--- config.mk ---
export PLATFORM = sky130hd
export DESIGN_NAME = gregorian_day_difference_core
export DESIGN_NICKNAME = d
export VERILOG_FILES = /design/src/rtl/gdd_pkg.sv /design/src/rtl/gdd_date_unit.sv /design/src/rtl/gregorian_day_difference_core.sv
export SDC_FILE = /design/constraint.sdc
export NUM_CORES = 2
export LEC_CHECK = 0
export BUFFER_PORTS_ARGS = -buffer_cell sky130_fd_sc_hd__buf_4
export CORE_MARGIN = 2
export CORE_UTILIZATION = 32
export DETAILED_ROUTE_END_ITERATION = 16
export GPL_TIMING_DRIVEN = 0
export PLACE_DENSITY = 0.43
export SYNTH_ARGS = -nofsm -noshare
export SYNTH_HDL_FRONTEND = slang
export SYNTH_SLANG_ARGS = --single-unit
--- constraint.sdc ---
create_clock -name clk_i -period 17.3 [get_ports clk_i]
set_clock_uncertainty 0.1 [all_clocks]
set_input_delay 2.595 -clock clk_i [delete_from_list [all_inputs] [get_ports clk_i]]
set_output_delay 2.595 -clock clk_i [all_outputs]
set_load 0.03 [all_outputs]
--- src/rtl/gdd_pkg.sv ---
// ----------------------------------------------------------------------------
// gdd_pkg
// Widths, constants and the month offset table for the day difference core.
// ----------------------------------------------------------------------------
package gdd_pkg;

  localparam int unsigned DayW      = 5;
  localparam int unsigned MonthW    = 4;
  localparam int unsigned YearW     = 14;
  localparam int unsigned CountW    = 22;
  // day number of a date, year field at its largest included
  localparam int unsigned DayNumW   = 23;
  localparam int unsigned CumW      = 9;

  // input and output tdata widths, padded to whole bytes
  localparam int unsigned InDataW   = 48;
  localparam int unsigned OutDataW  = 24;

  // reciprocal of 25 for a 13-bit dividend, exact up to well past 8191
  localparam int unsigned DivInW    = 13;
  localparam int unsigned DivQW     = 9;
  localparam int unsigned Recip25   = 5243;
  localparam int unsigned RecipSh   = 17;

  localparam logic [CountW-1:0] CountMax = '1;

  // days in the months before month m of a common year; months past
  // december count as thirty days
  function automatic logic [CumW-1:0] month_cum(input logic [MonthW-1:0] m);
    logic [CumW-1:0] c;
    unique case (m)
      4'd0, 4'd1: c = 9'd0;
      4'd2:       c = 9'd31;
      4'd3:       c = 9'd59;
      4'd4:       c = 9'd90;
      4'd5:       c = 9'd120;
      4'd6:       c = 9'd151;
      4'd7:       c = 9'd181;
      4'd8:       c = 9'd212;
      4'd9:       c = 9'd243;
      4'd10:      c = 9'd273;
      4'd11:      c = 9'd304;
      4'd12:      c = 9'd334;
      4'd13:      c = 9'd365;
      4'd14:      c = 9'd395;
      default:    c = 9'd425;
    endcase
    return c;
  endfunction

endpackage

--- src/rtl/gdd_date_unit.sv ---
// ----------------------------------------------------------------------------
// gdd_date_unit
// Three-stage pipeline turning one date into its day number counted from
// year zero: year days and month offset, divisions by 25, leap and sum.
// ----------------------------------------------------------------------------
module gdd_date_unit (
  input  logic                        clk_i,
  input  logic                        en_i,
  input  logic [gdd_pkg::DayW-1:0]    day_i,
  input  logic [gdd_pkg::MonthW-1:0]  month_i,
  input  logic [gdd_pkg::YearW-1:0]   year_i,
  output logic [gdd_pkg::DayNumW-1:0] day_num_o
);
  import gdd_pkg::*;

  // quotient by 25 through a constant reciprocal
  function automatic logic [DivQW-1:0] div25(input logic [DivInW-1:0] x);
    logic [2*DivInW-1:0] p;
    p = {{DivInW{1'b0}}, x} * (2*DivInW)'(Recip25);
    return p[RecipSh +: DivQW];
  endfunction

  // stage 1 registers
  logic [DayW-1:0]    d_q,     d_d;
  logic [CumW-1:0]    cum_q,   cum_d;
  logic               mlate_q, mlate_d;
  logic [DayNumW-1:0] y365_q,  y365_d;
  logic [12:0]        s4_q,    s4_d;
  logic [12:0]        s100_q,  s100_d;
  logic [10:0]        s400_q,  s400_d;
  logic [11:0]        a1_q,    a1_d;
  logic [9:0]         b1_q,    b1_d;
  logic               y4z1_q,  y4z1_d;
  logic               y16z1_q, y16z1_d;

  // stage 2 registers
  logic [DayNumW-1:0] base_q,  base_d;
  logic [12:0]        q4_q,    q4_d;
  logic [DivQW-1:0]   q100_q,  q100_d;
  logic [DivQW-1:0]   q400_q,  q400_d;
  logic [DivQW-1:0]   qa_q,    qa_d;
  logic [DivQW-1:0]   qb_q,    qb_d;
  logic [11:0]        a2_q;
  logic [9:0]         b2_q;
  logic               y4z2_q;
  logic               y16z2_q;
  logic               mlate2_q;

  // stage 3 register
  logic [DayNumW-1:0] num_q,   num_d;

  logic [14:0] y_ext;
  logic        div100;
  logic        div400;
  logic        leap_adj;

  // stage 1: year days, rounded-up quarters and the month offset
  always_comb begin
    y_ext   = {1'b0, year_i};
    d_d     = day_i;
    cum_d   = month_cum(month_i);
    mlate_d = (month_i > 4'd2);
    y365_d  = {{(DayNumW-YearW){1'b0}}, year_i} * DayNumW'(365);
    s4_d    = 13'((y_ext + 15'd3) >> 2);
    s100_d  = 13'((y_ext + 15'd99) >> 2);
    s400_d  = 11'((y_ext + 15'd399) >> 4);
    a1_d    = year_i[13:2];
    b1_d    = year_i[13:4];
    y4z1_d  = (year_i[1:0] == 2'd0);
    y16z1_d = (year_i[3:0] == 4'd0);
  end

  // stage 2: divisions by 25 and the partial sum
  always_comb begin
    base_d = y365_q + {{(DayNumW-CumW){1'b0}}, cum_q} + {{(DayNumW-DayW){1'b0}}, d_q};
    q4_d   = s4_q;
    q100_d = div25(s100_q);
    q400_d = div25({2'b0, s400_q});
    qa_d   = div25({1'b0, a1_q});
    qb_d   = div25({3'b0, b1_q});
  end

  // stage 3: leap rule and the day number
  always_comb begin
    div100   = y4z2_q && ({1'b0, a2_q} == 13'({4'b0, qa_q} * 13'd25));
    div400   = y16z2_q && ({3'b0, b2_q} == 13'({4'b0, qb_q} * 13'd25));
    leap_adj = mlate2_q && (div400 || (y4z2_q && !div100));
    num_d    = base_q + {{(DayNumW-13){1'b0}}, q4_q}
             - {{(DayNumW-DivQW){1'b0}}, q100_q}
             + {{(DayNumW-DivQW){1'b0}}, q400_q}
             + {{(DayNumW-1){1'b0}}, leap_adj};
  end

  // payload registers, all advancing together
  always_ff @(posedge clk_i) begin
    if (en_i) begin
      d_q      <= d_d;
      cum_q    <= cum_d;
      mlate_q  <= mlate_d;
      y365_q   <= y365_d;
      s4_q     <= s4_d;
      s100_q   <= s100_d;
      s400_q   <= s400_d;
      a1_q     <= a1_d;
      b1_q     <= b1_d;
      y4z1_q   <= y4z1_d;
      y16z1_q  <= y16z1_d;
      base_q   <= base_d;
      q4_q     <= q4_d;
      q100_q   <= q100_d;
      q400_q   <= q400_d;
      qa_q     <= qa_d;
      qb_q     <= qb_d;
      a2_q     <= a1_q;
      b2_q     <= b1_q;
      y4z2_q   <= y4z1_q;
      y16z2_q  <= y16z1_q;
      mlate2_q <= mlate_q;
      num_q    <= num_d;
    end
  end

  assign day_num_o = num_q;

endmodule

--- src/rtl/gregorian_day_difference_core.sv ---
// ----------------------------------------------------------------------------
// gregorian_day_difference_core
// Days from a first Gregorian date to a second, with an order error flag.
//
// channel   dir  width  contents
// s_axis    in   48     date pair
// m_axis    out  24+1   day count, order error in tuser
//
// Four register stages: three in each date unit, then the output register.
// One date pair is taken in every cycle in which the pipeline advances.
// The whole pipeline advances whenever the output register is empty or its
// transfer completes; a stall freezes every stage in place.
// Reset clears the valid bits only.
// ----------------------------------------------------------------------------
module gregorian_day_difference_core (
  input  logic                         clk_i,
  input  logic                         rst_ni,
  input  logic                         s_axis_tvalid,
  output logic                         s_axis_tready,
  // first_day, first_month, first_year, second_day, second_month,
  // second_year, zero pad
  input  logic [gdd_pkg::InDataW-1:0]  s_axis_tdata,
  output logic                         m_axis_tvalid,
  input  logic                         m_axis_tready,
  // day_count, zero pad
  output logic [gdd_pkg::OutDataW-1:0] m_axis_tdata,
  // order_error
  output logic                         m_axis_tuser
);
  import gdd_pkg::*;

  logic [DayW-1:0]    d1, d2;
  logic [MonthW-1:0]  m1, m2;
  logic [YearW-1:0]   y1, y2;
  logic               adv;
  logic               later_in;
  logic [DayNumW-1:0] n1, n2;

  logic [2:0]         v_q,     v_d;
  logic [2:0]         later_q, later_d;
  logic               out_v_q, out_v_d;
  logic [CountW-1:0]  count_q, count_d;
  logic               err_q,   err_d;
  logic [DayNumW-1:0] diff;

  // unpack the date pair
  assign d1 = s_axis_tdata[4:0];
  assign m1 = s_axis_tdata[8:5];
  assign y1 = s_axis_tdata[22:9];
  assign d2 = s_axis_tdata[27:23];
  assign m2 = s_axis_tdata[31:28];
  assign y2 = s_axis_tdata[45:32];

  // advance when the output register is free or being drained
  assign adv           = !out_v_q || m_axis_tready;
  assign s_axis_tready = adv;

  // order compare: year, then month, then day
  assign later_in = ({y1, m1, d1} > {y2, m2, d2});

  gdd_date_unit u_first (
    .clk_i     (clk_i),
    .en_i      (adv),
    .day_i     (d1),
    .month_i   (m1),
    .year_i    (y1),
    .day_num_o (n1)
  );

  gdd_date_unit u_second (
    .clk_i     (clk_i),
    .en_i      (adv),
    .day_i     (d2),
    .month_i   (m2),
    .year_i    (y2),
    .day_num_o (n2)
  );

  // valid bits and order flag beside the date units
  always_comb begin
    v_d     = {v_q[1:0], s_axis_tvalid};
    later_d = {later_q[1:0], later_in};
  end

  // output stage: difference, clamp and error
  always_comb begin
    diff    = n2 - n1;
    out_v_d = v_q[2];
    err_d   = later_q[2];
    if (later_q[2] || (n2 <= n1)) begin
      count_d = '0;
    end else if (diff[DayNumW-1]) begin
      count_d = CountMax;
    end else begin
      count_d = diff[CountW-1:0];
    end
  end

  always_ff @(posedge clk_i or negedge rst_ni) begin
    if (!rst_ni) begin
      v_q     <= '0;
      out_v_q <= 1'b0;
    end else if (adv) begin
      v_q     <= v_d;
      out_v_q <= out_v_d;
    end
  end

  always_ff @(posedge clk_i) begin
    if (adv) begin
      later_q <= later_d;
      count_q <= count_d;
      err_q   <= err_d;
    end
  end

  assign m_axis_tvalid = out_v_q;
  assign m_axis_tdata  = {{(OutDataW-CountW){1'b0}}, count_q};
  assign m_axis_tuser  = err_q;

  // an order error always carries a zero count
  a_err_zero: assert property (@(posedge clk_i) disable iff (!rst_ni)
    (out_v_q && err_q) |-> (count_q == '0))
    else $error("order error with non-zero day count");

  // an accepted transfer enters the first stage
  a_enter: assert property (@(posedge clk_i) disable iff (!rst_ni)
    (s_axis_tvalid && s_axis_tready) |=> v_q[0])
    else $error("accepted transfer lost at pipeline entry");

  // on advance the output takes the last stage's valid bit
  a_shift: assert property (@(posedge clk_i) disable iff (!rst_ni)
    adv |=> (out_v_q == $past(v_q[2])))
    else $error("valid bit dropped or invented at output stage");

  // held output stays put while the sink stalls
  a_hold_stage: assert property (@(posedge clk_i) disable iff (!rst_ni)
    !adv |=> ($stable(v_q) && $stable(count_q)))
    else $error("pipeline moved during a stall");

endmodule

==> impl_metrics.json <==
{
  "ys_warn_count": 0,
  "io_buffers": 73,
  "rrSetupSlack_ns": 10.33,
  "grt_pass1_wl_um": 164000,
  "relSlewSlack_pct": 29.5,
  "drc": 0,
  "slew_violations": 0,
  "period_share_pct": 41.2,
  "clockRootBuffer": "clkbuf_16",
  "viasPerCell": 4.46,
  "reg2reg_from": "u_second.qa_q[1]",
  "holdPathEnd": "u_first.q4_q[6]",
  "clock_path_buffers": 3,
  "post-route-min-period_ns": 7.13,
  "placed_area_um2": 48100,
  "clk_latency_ns": 0.64,
  "crit_path_end_kind": "output port",
  "ys_ff_latch": 410,
  "grt_pass1_vias": 29300,
  "cts_hold_buf": 0,
  "setup_viol": 0,
  "grt_max_degree": 69,
  "fmax_mhz": 140,
  "area_growth_pct": 10.9,
  "ctsResizeCount": 0,
  "start_kind": "primary input",
  "worstSetupPathType": "in2out",
  "seq_area_um2": 12300,
  "critPathMaxFanout": 66,
  "fin_nets": 5643,
  "synth_flop_cell": "edfxtp_1",
  "post_drt_wl_per_cell_um": 16.5,
  "drive_gt1_share_pct": 4.87,
  "grt_util_all_layers_pct": 14.7,
  "vias": 27400,
  "place.gp.congestion": 0.793,
  "async_reset_ff_share_pct": 0.976,
  "initial_utilization_pct": 32.2,
  "cts_htree_levels": 2,
  "finalHoldViolCount": 0,
  "ys_types": 71,
  "status": "complete, no violations",
  "stdcell_area_um2": 49900,
  "synth.cell_area_um2": 45000,
  "reg2regPathDepth": 25,
  "cp_data_arrival_time_ns": 4.44,
  "max_cap_viol_count": 0,
  "worstHoldPathType": "reg2reg",
  "grt_antenna_before_repair": 7,
  "worst_pin_slew_ns": 1.05,
  "clk_pin_slew_ns": 0.05,
  "syn_avg_cell_area_um2": 11.0,
  "die_y_um": 379,
  "syn_inst": 4090,
  "synth_enable_flop_cells": 406,
  "cts_tree": "built",
  "dieWidth_um": 379,
  "ant_nets": 0,
  "worstPathRequired_ns": 14.61,
  "cts_sinks": 410,
  "cts_made_buffers": 54,
  "nFillCells": 14200,
  "seq_area_frac_synth_pct": 27.3,
  "final_util_pct": 35.8,
  "io_pins": 79,
  "num_antenna_cells": 0,
  "coreArea_um2": 140000,
  "gr-total-overflow": 0,
  "rsz0062_at_grt": "false",
  "r2r_end": "u_second.day_num_o[22]",
  "dp_hpwl_um": 86000,
  "drt_wl_total_um": 101000,
  "holdWs_ns": 0.317,
  "dieArea_um2": 144000,
  "setup_tns_ns": 0,
  "worstHoldStart": "u_first.q4_d[6]",
  "postCtsSetupBuffers": 0,
  "multi_input_area_um2": 28900,
  "min_path_cells": 0,
  "drtPass1Iterations": 7,
  "drt-initial-drc-count": 1085,
  "rows": 137
}
==> cells in the mapped netlist (all sizes together) (5+ instances only) <==
cell type / n / area share (%)
a21o: 86 / 1.4
a21oi: 173 / 1.9
a21boi: 10 / 0.17
a2111oi: 5 / 0.11
and4: 9 / 0.18
clkbuf: 15 / 0.13
xor2: 77 / 1.5
o31ai: 11 / 0.18
fa: 449 / 20
inv: 978 / 8.2
nand3: 43 / 0.48
or3: 15 / 0.21
ha: 916 / 25
nor2: 141 / 1.2
o211ai: 11 / 0.18
a31oi: 16 / 0.22
xnor2: 233 / 4.6
o21bai: 21 / 0.35
and3: 23 / 0.32
buf: 9 / 0.13
nor3: 29 / 0.32
o21ai: 90 / 1.0
nand2b: 23 / 0.32
o31a: 5 / 0.097
nand4: 28 / 0.39
a211o: 5 / 0.097
edfxtp: 406 / 27
or2: 17 / 0.24
nor2b: 39 / 0.56
mux2i: 6 / 0.13
nor4: 11 / 0.15
a211oi: 10 / 0.17
mux2: 5 / 0.13
nand2: 101 / 0.84
o21a: 17 / 0.28
==> worst max-delay path by stage <==
stage	from	to	slack, ns	cells past startpoint
final	m_axis_tready	s_axis_tready	10.17	5
after global routing	u_second.qa_q[1]	u_second.day_num_o[22]	9.77	25
after CTS	m_axis_tready	s_axis_tready	10.14	5
after detailed placement	s_axis_tdata[37]	u_second.y365_q[21]	9.79	17
after global placement	m_axis_tready	s_axis_tready	-4.27	3
after floorplan	m_axis_tready	s_axis_tready	2.03	1
==> metal layers <==
layer  global-route usage [%]  up-vias  wire length, µm
li1                         -    13800                -
met4                     2.64        0             1540
met5                        0        -                0
met1                     21.5    13300            52100
met3                     1.52       81             2220
met2                     23.7      212            45600
==> cell type report <==
type                            count  share of cell area, %
Multi-Input combinational cell   2679                   58.0
Sequential cell                   410                   24.6
Inverter                          978                   7.36
Tap cell                         1876                   4.70
Clock buffer                       61                   2.80
Timing Repair Buffer               79                   1.41
Clock inverter                     37                  0.880
Buffer                             24                  0.231
==> metrics by stage <==
step / cells / setup slack (ns)
after global routing: 6144 / 9.77
after CTS: 6144 / 10.14
after detailed placement: 6046 / 9.79
after floorplan: 4091 / 2.03
final: 6144 / 10.17
after global placement: 6040 / -4.27
==> state kept, by name, summed over array words and instances, names as in the netlist, 13 cells and up <==
name	count
u_first.s100_q	13
u_second.day_num_o	23
u_second.s100_q	13
u_first.day_num_o	23
u_first.y365_q	23
u_first.base_q	23
u_second.base_q	23
u_first.q4_q	13
u_second.q4_q	13
u_second.y365_q	23
count_q	22
==> placed cells by master (no fill, tap or decap), types with 15 or more instances in the layout <==
| cell type | count |
|---|---|
| inv_1 | 978 |
| ha_1 | 916 |
| fa_1 | 449 |
| edfxtp_1 | 406 |
| xnor2_1 | 232 |
| a21oi_1 | 172 |
| nor2_1 | 141 |
| nand2_1 | 101 |
| a21o_1 | 86 |
| o21ai_0 | 84 |
| xor2_1 | 77 |
| buf_4 | 75 |
| clkbuf_16 | 54 |
| nand3_1 | 43 |
| nor2b_1 | 38 |
| nor3_1 | 29 |
| nand4_1 | 28 |
| and3_1 | 23 |
| nand2b_1 | 22 |
| o21bai_1 | 21 |
| clkbuf_1 | 20 |
| o21a_1 | 17 |
| or2_2 | 17 |
| a31oi_1 | 16 |
| or3_1 | 15 |
==> critical path: stages <==
cell and delay (ns):
buf_4 0.08, nand2b_4 0.69, buf_16 0.37, buf_16 0.32
buf_4 0.23
==> logic make-up (layout without fill, tap and decap cells) <==
group           after synthesis  in the layout  share of synthesized area [%]
buf+inv                    1002           1179                           8.42
simple gates                494            494                           5.43
mux                          13             13                          0.359
xor+xnor                    310            310                           6.05
flops                       410            410                           27.3
other cells                   1              2                        0.00834
fa+ha+maj                  1365           1365                           45.5
compound gates              495            495                           6.96
Power is not shown: default switching activity piles up to over one toggle a cycle in this logic, so the estimate is an artifact.
